## config.mk

```make
export PLATFORM = sky130hd
export DESIGN_NAME = ps2_mouse_packet_tracker
export DESIGN_NICKNAME = d
export VERILOG_FILES = /design/src/sv/ps2mt_pkg.sv /design/src/sv/ps2mt_in_stage.sv /design/src/sv/ps2mt_core.sv /design/src/sv/ps2mt_out_stage.sv /design/src/sv/ps2_mouse_packet_tracker.sv
export SDC_FILE = /design/constraint.sdc
export NUM_CORES = 1
export LEC_CHECK = 0
export ABC_CLOCK_PERIOD_IN_PS = 8400
export BUFFER_PORTS_ARGS = -buffer_cell sky130_fd_sc_hd__buf_2
export CAP_MARGIN = 5
export CORE_MARGIN = 2
export CORE_UTILIZATION = 60
export DETAILED_ROUTE_END_ITERATION = 12
export PLACE_DENSITY = 0.78
export SYNTH_ARGS = -nofsm -noshare
export SYNTH_HDL_FRONTEND = slang
export SYNTH_SLANG_ARGS = --single-unit
```

## constraint.sdc

```tcl
create_clock -name clk -period 8.4 [get_ports clk]
set_clock_uncertainty 0.05 [all_clocks]
set_input_delay 0 -clock clk [delete_from_list [all_inputs] [get_ports clk]]
set_output_delay 0 -clock clk [all_outputs]
set_load 0.05 [all_outputs]
```

## src/sv/ps2mt_pkg.sv

```systemverilog
// types and constants for the ps2 mouse packet tracker
package ps2mt_pkg;

    localparam int COORD_BITS_DEFAULT = 13;
    localparam int POS_X_BITS         = 13;
    localparam int POS_Y_BITS         = 12;
    localparam int CFG_DATA_BITS      = 13;
    localparam int CFG_INDEX_BITS     = 2;

    localparam logic [CFG_INDEX_BITS-1:0] REG_SCREEN_WIDTH  = 2'd0;
    localparam logic [CFG_INDEX_BITS-1:0] REG_SCREEN_HEIGHT = 2'd1;
    localparam logic [CFG_INDEX_BITS-1:0] REG_START_X       = 2'd2;
    localparam logic [CFG_INDEX_BITS-1:0] REG_START_Y       = 2'd3;

    localparam logic [CFG_DATA_BITS-1:0] SCREEN_MIN = 13'd2;
    localparam logic [CFG_DATA_BITS-1:0] SCREEN_MAX = 13'd4096;
    localparam logic [POS_Y_BITS-1:0]    LIM_MAX    = 12'd4094;
    localparam logic [POS_Y_BITS-1:0]    LIM_X_RESET = 12'd1022;
    localparam logic [POS_Y_BITS-1:0]    LIM_Y_RESET = 12'd766;

    localparam int BTN_LEFT_BIT   = 0;
    localparam int BTN_RIGHT_BIT  = 1;
    localparam int BTN_MIDDLE_BIT = 2;
    localparam int SYNC_BIT       = 3;
    localparam int X_OVF_BIT      = 6;
    localparam int Y_OVF_BIT      = 7;

    typedef struct packed {
        logic [7:0] data_byte;
        logic       aux_flag;
    } in_beat_t;

    typedef struct packed {
        logic signed [POS_X_BITS-1:0] pos_x;
        logic [POS_Y_BITS-1:0]        pos_y;
        logic signed [7:0]            raw_dx;
        logic signed [7:0]            raw_dy;
        logic signed [7:0]            step_x;
        logic signed [7:0]            step_y;
        logic                         left_button;
        logic                         right_button;
        logic                         middle_button;
    } out_beat_t;

    typedef struct packed {
        logic                      we;
        logic [CFG_INDEX_BITS-1:0] index;
        logic [CFG_DATA_BITS-1:0]  data;
    } cfg_write_t;

endpackage

```

## src/sv/ps2mt_in_stage.sv

```systemverilog
// input register for incoming controller beats
module ps2mt_in_stage (
    input  logic               clk,
    input  logic               rst_n,
    input  logic               in_valid,
    output logic               in_ready,
    input  ps2mt_pkg::in_beat_t in_data,
    input  logic               advance,
    output logic               held_valid,
    output ps2mt_pkg::in_beat_t held_data
);

    logic                valid_reg;
    logic                valid_next;
    ps2mt_pkg::in_beat_t data_reg;

    assign in_ready   = !valid_reg || advance;
    assign held_valid = valid_reg;
    assign held_data  = data_reg;

    always_comb
    begin
        valid_next = valid_reg;
        if (in_ready)
        begin
            valid_next = in_valid;
        end
    end

    always_ff @(posedge clk or negedge rst_n)
    begin
        if (!rst_n)
        begin
            valid_reg <= 1'b0;
        end
        else
        begin
            valid_reg <= valid_next;
        end
    end

    always_ff @(posedge clk)
    begin
        if (in_ready && in_valid)
        begin
            data_reg <= in_data;
        end
    end

endmodule

```

## src/sv/ps2mt_core.sv

```systemverilog
// packet assembly, cursor update and clipping
module ps2mt_core #(
    parameter int COORD_BITS = ps2mt_pkg::COORD_BITS_DEFAULT
) (
    input  logic                  clk,
    input  logic                  rst_n,
    input  ps2mt_pkg::cfg_write_t cfg,
    input  logic                  step,
    input  ps2mt_pkg::in_beat_t   item,
    output logic                  res_valid,
    output ps2mt_pkg::out_beat_t  result
);

    localparam int CW = COORD_BITS;
    localparam int WW = ((COORD_BITS > ps2mt_pkg::POS_X_BITS) ?
                         COORD_BITS : ps2mt_pkg::POS_X_BITS) + 2;
    localparam int LW = ps2mt_pkg::POS_Y_BITS;

    localparam logic [1:0] PHASE_HEADER = 2'd0;
    localparam logic [1:0] PHASE_XDELTA = 2'd1;
    localparam logic [1:0] PHASE_YDELTA = 2'd2;

    logic [1:0]           phase_reg, phase_next;
    logic [7:0]           header_reg, header_next;
    logic [7:0]           xdelta_reg, xdelta_next;
    logic signed [CW-1:0] cursor_x_reg, cursor_x_next;
    logic signed [CW-1:0] cursor_y_reg, cursor_y_next;
    logic [LW-1:0]        lim_x_reg, lim_x_next;
    logic [LW-1:0]        lim_y_reg, lim_y_next;

    logic signed [7:0]    dx, dy;
    logic signed [WW-1:0] nx_w, ny_w, nx_clip, ny_clip, lim_x_w, lim_y_w;
    logic signed [WW-1:0] start_x_w, start_y_w;
    logic signed [CW-1:0] cx_new, cy_new;
    logic signed [CW:0]   sx_d, sy_d;
    logic [LW-1:0]        lim_cfg;

    // new position with clipping
    always_comb
    begin
        dx      = signed'(xdelta_reg);
        dy      = signed'(item.data_byte);
        nx_w    = WW'(cursor_x_reg) + WW'(dx);
        ny_w    = WW'(cursor_y_reg) - WW'(dy);
        lim_x_w = WW'(signed'({1'b0, lim_x_reg}));
        lim_y_w = WW'(signed'({1'b0, lim_y_reg}));

        if (nx_w < WW'(-1))
        begin
            nx_clip = WW'(-1);
        end
        else if (nx_w > lim_x_w)
        begin
            nx_clip = lim_x_w;
        end
        else
        begin
            nx_clip = nx_w;
        end

        if (ny_w < WW'(0))
        begin
            ny_clip = WW'(0);
        end
        else if (ny_w > lim_y_w)
        begin
            ny_clip = lim_y_w;
        end
        else
        begin
            ny_clip = ny_w;
        end

        cx_new = nx_clip[CW-1:0];
        cy_new = ny_clip[CW-1:0];
        sx_d   = (CW+1)'(cx_new) - (CW+1)'(cursor_x_reg);
        sy_d   = (CW+1)'(cursor_y_reg) - (CW+1)'(cy_new);
    end

    // result fields
    always_comb
    begin
        result.pos_x  = ps2mt_pkg::POS_X_BITS'(cx_new);
        result.pos_y  = ps2mt_pkg::POS_Y_BITS'(cy_new);
        result.raw_dx = dx;
        result.raw_dy = dy;
        if (sx_d > (CW+1)'(127))
        begin
            result.step_x = 8'sh7F;
        end
        else if (sx_d < (CW+1)'(-128))
        begin
            result.step_x = 8'sh80;
        end
        else
        begin
            result.step_x = sx_d[7:0];
        end
        if (sy_d > (CW+1)'(127))
        begin
            result.step_y = 8'sh7F;
        end
        else if (sy_d < (CW+1)'(-128))
        begin
            result.step_y = 8'sh80;
        end
        else
        begin
            result.step_y = sy_d[7:0];
        end
        result.left_button   = header_reg[ps2mt_pkg::BTN_LEFT_BIT];
        result.right_button  = header_reg[ps2mt_pkg::BTN_RIGHT_BIT];
        result.middle_button = header_reg[ps2mt_pkg::BTN_MIDDLE_BIT];
    end

    // screen size saturated to its legal range, then turned into a clip limit; start positions from cfg.data
    always_comb
    begin
        if (cfg.data < ps2mt_pkg::SCREEN_MIN)
        begin
            lim_cfg = '0;
        end
        else if (cfg.data > ps2mt_pkg::SCREEN_MAX)
        begin
            lim_cfg = ps2mt_pkg::LIM_MAX;
        end
        else
        begin
            lim_cfg = LW'(cfg.data - ps2mt_pkg::SCREEN_MIN);
        end
        start_x_w = WW'(signed'(cfg.data));
        start_y_w = WW'(signed'({1'b0, cfg.data[LW-1:0]}));
    end

    // phase sequencing and state update
    always_comb
    begin
        phase_next    = phase_reg;
        header_next   = header_reg;
        xdelta_next   = xdelta_reg;
        cursor_x_next = cursor_x_reg;
        cursor_y_next = cursor_y_reg;
        lim_x_next    = lim_x_reg;
        lim_y_next    = lim_y_reg;
        res_valid     = 1'b0;

        if (cfg.we)
        begin
            case (cfg.index)
                ps2mt_pkg::REG_SCREEN_WIDTH:  lim_x_next    = lim_cfg;
                ps2mt_pkg::REG_SCREEN_HEIGHT: lim_y_next    = lim_cfg;
                ps2mt_pkg::REG_START_X:       cursor_x_next = start_x_w[CW-1:0];
                ps2mt_pkg::REG_START_Y:       cursor_y_next = start_y_w[CW-1:0];
                default:                      lim_x_next    = lim_x_reg;
            endcase
        end
        else if (step && item.aux_flag)
        begin
            case (phase_reg)
                PHASE_XDELTA:
                begin
                    xdelta_next = item.data_byte;
                    phase_next  = PHASE_YDELTA;
                end
                PHASE_YDELTA:
                begin
                    phase_next = PHASE_HEADER;
                    if (!header_reg[ps2mt_pkg::X_OVF_BIT] &&
                        !header_reg[ps2mt_pkg::Y_OVF_BIT])
                    begin
                        res_valid     = 1'b1;
                        cursor_x_next = cx_new;
                        cursor_y_next = cy_new;
                    end
                end
                default:
                begin
                    header_next = item.data_byte;
                    phase_next  = item.data_byte[ps2mt_pkg::SYNC_BIT] ?
                                  PHASE_XDELTA : PHASE_HEADER;
                end
            endcase
        end
    end

    always_ff @(posedge clk or negedge rst_n)
    begin
        if (!rst_n)
        begin
            phase_reg    <= PHASE_HEADER;
            header_reg   <= '0;
            xdelta_reg   <= '0;
            cursor_x_reg <= '0;
            cursor_y_reg <= '0;
            lim_x_reg    <= ps2mt_pkg::LIM_X_RESET;
            lim_y_reg    <= ps2mt_pkg::LIM_Y_RESET;
        end
        else
        begin
            phase_reg    <= phase_next;
            header_reg   <= header_next;
            xdelta_reg   <= xdelta_next;
            cursor_x_reg <= cursor_x_next;
            cursor_y_reg <= cursor_y_next;
            lim_x_reg    <= lim_x_next;
            lim_y_reg    <= lim_y_next;
        end
    end

endmodule

```

## src/sv/ps2mt_out_stage.sv

```systemverilog
// result register toward the receiver
module ps2mt_out_stage (
    input  logic                 clk,
    input  logic                 rst_n,
    input  logic                 load,
    input  logic                 res_valid,
    input  ps2mt_pkg::out_beat_t res_data,
    output logic                 can_load,
    output logic                 out_valid,
    input  logic                 out_ready,
    output ps2mt_pkg::out_beat_t out_data
);

    logic                 valid_reg;
    logic                 valid_next;
    ps2mt_pkg::out_beat_t data_reg;

    assign can_load  = !valid_reg || out_ready;
    assign out_valid = valid_reg;
    assign out_data  = data_reg;

    always_comb
    begin
        valid_next = valid_reg;
        if (load && res_valid)
        begin
            valid_next = 1'b1;
        end
        else if (out_ready)
        begin
            valid_next = 1'b0;
        end
    end

    always_ff @(posedge clk or negedge rst_n)
    begin
        if (!rst_n)
        begin
            valid_reg <= 1'b0;
        end
        else
        begin
            valid_reg <= valid_next;
        end
    end

    always_ff @(posedge clk)
    begin
        if (load && res_valid)
        begin
            data_reg <= res_data;
        end
    end

endmodule

```

## src/sv/ps2_mouse_packet_tracker.sv

```systemverilog
// ps2 mouse packet tracker: assembles mouse packets and tracks a clipped cursor
//
// in channel: one controller byte per beat with its aux flag; beats without the
//   flag pass through the input register and change nothing
// out channel: one beat per valid three-byte packet with position, raw and
//   clipped deltas and the button bits
// config port: cfg_we, cfg_index and cfg_data write screen size and start
//   position; a start write also moves the cursor at once
// path: a packet's last byte is registered in the input register at acceptance,
//   and its result is loaded into the result register when the byte advances
// throughput: one byte per cycle while the receiver keeps up; the decode and clip
//   logic between the input register and the result register is combinational
// stall: while out_valid waits on out_ready the result holds, and one more
//   byte is taken into the input register; in_ready drops only when both are
//   full and the receiver is still stalled
// reset: packet phase back to the header, cursor at 0,0, screen 1024 by 768,
//   both registers empty
module ps2_mouse_packet_tracker #(
    parameter int COORD_BITS = ps2mt_pkg::COORD_BITS_DEFAULT
) (
    input  logic                                   clk,
    input  logic                                   rst_n,
    input  logic                                   in_valid,
    output logic                                   in_ready,
    input  ps2mt_pkg::in_beat_t                    in_data,
    output logic                                   out_valid,
    input  logic                                   out_ready,
    output ps2mt_pkg::out_beat_t                   out_data,
    input  logic                                   cfg_we,
    input  logic [ps2mt_pkg::CFG_INDEX_BITS-1:0]   cfg_index,
    input  logic [ps2mt_pkg::CFG_DATA_BITS-1:0]    cfg_data
);

    logic                  held_valid;
    ps2mt_pkg::in_beat_t   held_data;
    logic                  can_load;
    logic                  advance;
    logic                  res_valid;
    ps2mt_pkg::out_beat_t  res_data;
    ps2mt_pkg::cfg_write_t cfg;

    assign advance   = held_valid && can_load;
    assign cfg.we    = cfg_we;
    assign cfg.index = cfg_index;
    assign cfg.data  = cfg_data;

    ps2mt_in_stage u_in_stage (
        .clk        (clk),
        .rst_n      (rst_n),
        .in_valid   (in_valid),
        .in_ready   (in_ready),
        .in_data    (in_data),
        .advance    (advance),
        .held_valid (held_valid),
        .held_data  (held_data)
    );

    ps2mt_core #(
        .COORD_BITS (COORD_BITS)
    ) u_core (
        .clk       (clk),
        .rst_n     (rst_n),
        .cfg       (cfg),
        .step      (advance),
        .item      (held_data),
        .res_valid (res_valid),
        .result    (res_data)
    );

    ps2mt_out_stage u_out_stage (
        .clk       (clk),
        .rst_n     (rst_n),
        .load      (advance),
        .res_valid (res_valid),
        .res_data  (res_data),
        .can_load  (can_load),
        .out_valid (out_valid),
        .out_ready (out_ready),
        .out_data  (out_data)
    );

endmodule

```

==> flow_summary.ini <==
[cts]
cts_resized = 0
numClockSinks = 136
numCtsBuffers = 17
h-tree-depth = 4
tritoncts_clock_tree = yes
root_buffer_master = sky130_fd_sc_hd__clkbuf_16
clock_path_buffers = 2
later_pin_clock_latency_in_the_skew_report_ps = 430
clkTransAtPathRegs_ps = 60

[grt]
grt_overflow_total = 0
grt_antenna_before_repair = 0
global_route.usage.met1_pct = 35.3
grt_busiest_layer = met2
grt.met2_usage_pct = 48.2
grt_max_degree = 68
grt_util_met3_pct = 5.78
groute.usage.overall_pct = 28.6
wire_length_of_the_first_global_routing_pass_um = 35600
grt_pass1_vias = 7143

[synthesis]
postSynthAreaPerCell_um2 = 9.94
postSynth.asyncResetShare_pct = 49.3
netlist_area_um2 = 8780
synth_cell_type_count = 77
ys_warn_count = 0
synth.ff_latch_count = 136
synth_top_flop_cell = sky130_fd_sc_hd__edfxtp_1
yosysSeqAreaShare_pct = 42.9
synthesis.nets = 997
synthCells = 884
count_of_flip_flops_with_a_built_in_enable_after_synthesis = 69

[drt]
detail_route.wirelength_um = 21700
drt_drc_violations_left = 0
routed-via-count = 7125
drtPass1Iterations = 5
detail_route.vias_per_cell = 5.94
detail_route.wl_per_cell_um = 18.1
detail-route-antenna-nets = 0
drt_first_iter_violations = 450

[setup_path]
crit_path_frequent_cell = sky130_fd_sc_hd__ha_1
timing.critical_path.required_ps = 8590
sort_of_element_at_the_start_of_the_critical_path = register
cp_data_arrival_time_ps = 7280
kind_of_end_point_of_the_critical_path = register
reg2regPathDepth = 26
critPathMaxStageDelay_ps = 700
critical_path.slowest_cell = sky130_fd_sc_hd__o31ai_4
critPathBufInv = 1
crit_cells = 26
critical-path-top-delay-family = compound AO/OA/AOI/OAI gates
worstSetupPathType = register to register
cp_max_fo = 12

[worst_hold_path]
hold_path.class = primary input to register
worst_hold_path.num_cells = 5

[finish]
area_growth_syn_to_layout_pct = 16.3
insertedDiodeCount = 0
flip_flop_count_of_the_largest_register_after_layout = 60
layout-drive-gt1-share_pct = 17.6
layout.nets = 1115

[die]
core_area_um2 = 14400
chipWidth_um = 125
io-pin-count = 91
die_y_um = 125
std_cell_rows = 44
die_area_um2 = 15600
initial_utilization_pct = 60.9

[sta]
timing.slew.headroom_pct = 30.9
tightest_pin_transition_ps = 1030
fmax_mhz = 141
timing.final.crit_share_pct = 84.4
final_hold_viol_count = 0
rsz_0062_raised_after_global_routing = no
layout_min_cycle_time_ps = 7090
setup_tns_ps = 0
timing.final.max_slew_violations = 0
timing.final.setup_violations = 0

[flow_run]
max_cap_violation_count = 0

[place]
place_hpwl_um = 16200
gp_congestion = 0.906
port_buffers = 90

[outcome]
status = completed
## repair_timing
item	in CTS	in global routing
hold buffers	24	0
hold endpoints to repair	84	0
buffers inserted	0	0
## path summary, 6_finish.rpt
check / slack, ps / endpoint / startpoint
max in group asynchronous: 7450 / u_core.cursor_y_reg[5] / rst_n
min: 20 / u_core.cursor_y_reg[7] / cfg_data[7]
min in group asynchronous: 270 / u_core.header_reg[7] / rst_n
max: 1310 / u_out_stage.out_data[15] / u_core.cursor_x_reg[0]
min reg2reg: 390 / u_out_stage.out_data[26] / u_in_stage.held_data[8]
max reg2reg: 1310 / u_out_stage.out_data[15] / u_core.cursor_x_reg[0]
## placed cells by master (no fill, tap or decap), types with 26 or more instances in the layout
cell type                  count
sky130_fd_sc_hd__buf_2        90
sky130_fd_sc_hd__nand2_1      79
sky130_fd_sc_hd__ha_1         80
sky130_fd_sc_hd__o21ai_0      49
sky130_fd_sc_hd__mux2i_1      26
sky130_fd_sc_hd__dfrtp_1      50
sky130_fd_sc_hd__nor2_1       59
sky130_fd_sc_hd__inv_1        65
sky130_fd_sc_hd__a21oi_1      57
sky130_fd_sc_hd__o21ai_1      38
sky130_fd_sc_hd__edfxtp_1     69
## layout make-up
class,instances,area (um^2)
Timing Repair Buffer,119,728
Inverter,68,255
Clock inverter,14,134
Fill cell,1069,4210
Tap cell,184,230
Multi-Input combinational cell,660,4670
Clock buffer,18,429
Sequential cell,136,3770
## worst reg2reg max path: stages, from the launching register on
cell	delay, ps
sky130_fd_sc_hd__dfrtp_1	370
sky130_fd_sc_hd__ha_1	200
sky130_fd_sc_hd__inv_1	60
sky130_fd_sc_hd__fa_1	400
sky130_fd_sc_hd__nand2b_1	190
sky130_fd_sc_hd__a21o_1	220
sky130_fd_sc_hd__a21o_1	200
sky130_fd_sc_hd__xnor2_1	240
sky130_fd_sc_hd__ha_1	310
sky130_fd_sc_hd__and4_1	210
sky130_fd_sc_hd__nand3_1	100
sky130_fd_sc_hd__a21oi_1	50
sky130_fd_sc_hd__a2111oi_0	330
sky130_fd_sc_hd__nor3_1	130
sky130_fd_sc_hd__o31ai_4	700
sky130_fd_sc_hd__mux2i_1	240
sky130_fd_sc_hd__and2_1	220
sky130_fd_sc_hd__ha_1	230
sky130_fd_sc_hd__fa_1	410
sky130_fd_sc_hd__nor2b_1	190
sky130_fd_sc_hd__o31a_1	210
sky130_fd_sc_hd__o221ai_1	170
sky130_fd_sc_hd__a21oi_1	280
sky130_fd_sc_hd__nor4_1	80
sky130_fd_sc_hd__a311oi_1	360
sky130_fd_sc_hd__a41oi_1	370
sky130_fd_sc_hd__o31ai_1	380
## synthesized netlist by cell type (5+ instances only)
cell                       count  area [um^2]
sky130_fd_sc_hd__nand2_1      79          297
sky130_fd_sc_hd__nor2b_1      14         87.6
sky130_fd_sc_hd__dfrtp_1      50         1250
sky130_fd_sc_hd__mux2i_1      26          260
sky130_fd_sc_hd__clkbuf_1     17         63.8
sky130_fd_sc_hd__xor2_1       17          149
sky130_fd_sc_hd__a31oi_1       6         37.5
sky130_fd_sc_hd__a211oi_1      9         67.6
sky130_fd_sc_hd__a21o_1       14          105
sky130_fd_sc_hd__o21a_1       17          128
sky130_fd_sc_hd__xnor2_1      21          184
sky130_fd_sc_hd__nor3_1        8         40.0
sky130_fd_sc_hd__o21ai_1      38          190
sky130_fd_sc_hd__a21oi_2      10         87.6
sky130_fd_sc_hd__nor2_1       59          221
sky130_fd_sc_hd__ha_1         80         1000
sky130_fd_sc_hd__o21ai_0      49          245
sky130_fd_sc_hd__nand3b_1     12         90.1
sky130_fd_sc_hd__nand4_1       5         31.3
sky130_fd_sc_hd__nand3_1      10         50.1
sky130_fd_sc_hd__a21oi_1      57          285
sky130_fd_sc_hd__inv_1        66          248
sky130_fd_sc_hd__dfstp_2      17          447
sky130_fd_sc_hd__nor4_1        6         37.5
sky130_fd_sc_hd__and2_1        6         37.5
sky130_fd_sc_hd__nand2b_1     24          150
sky130_fd_sc_hd__edfxtp_1     69         2070
sky130_fd_sc_hd__or3_1         7         43.8
sky130_fd_sc_hd__mux2_2       13          146
## cells by family (layout without fill, tap and decap cells)
group	count (synthesis)	after routing	synth area share, %
compound gates	247	247	18.1
mux	40	40	4.76
fa+ha+maj	84	84	12.3
other cells	1	1	0.0427
simple gates	250	250	14.2
flops	136	136	42.9
buf+inv	88	219	3.97
xor+xnor	38	38	3.79
## metrics by stage
| step | cell area, um^2 | hold WS, ps | instances | setup WS, ps | util (%) |
|---|---|---|---|---|---|
| finish | 10200 | 18.5 | 1199 | 1310 | 70.8 |
| global route | 10200 | 40.4 | 1199 | 608 | 70.8 |
| detailed placement | 9420 | 128 | 1143 | 1410 | 65.3 |
| global placement | 9420 | 127 | 1143 | 1580 | 65.3 |
| CTS | 10200 | 3.28 | 1199 | 1390 | 70.8 |
| floorplan | 8780 | -346 | 884 | 2130 | - |
## metal layers
| layer | wire length [um] | up-vias |
|---|---|---|
| li1 | - | 3448 |
| met1 | 9140 | 3390 |
| met2 | 10600 | 222 |
| met3 | 1020 | 65 |
| met4 | 911 | 0 |
| met5 | 0 | - |
Power is not shown: default switching activity piles up to over one toggle a cycle in this logic, so the estimate is an artifact.
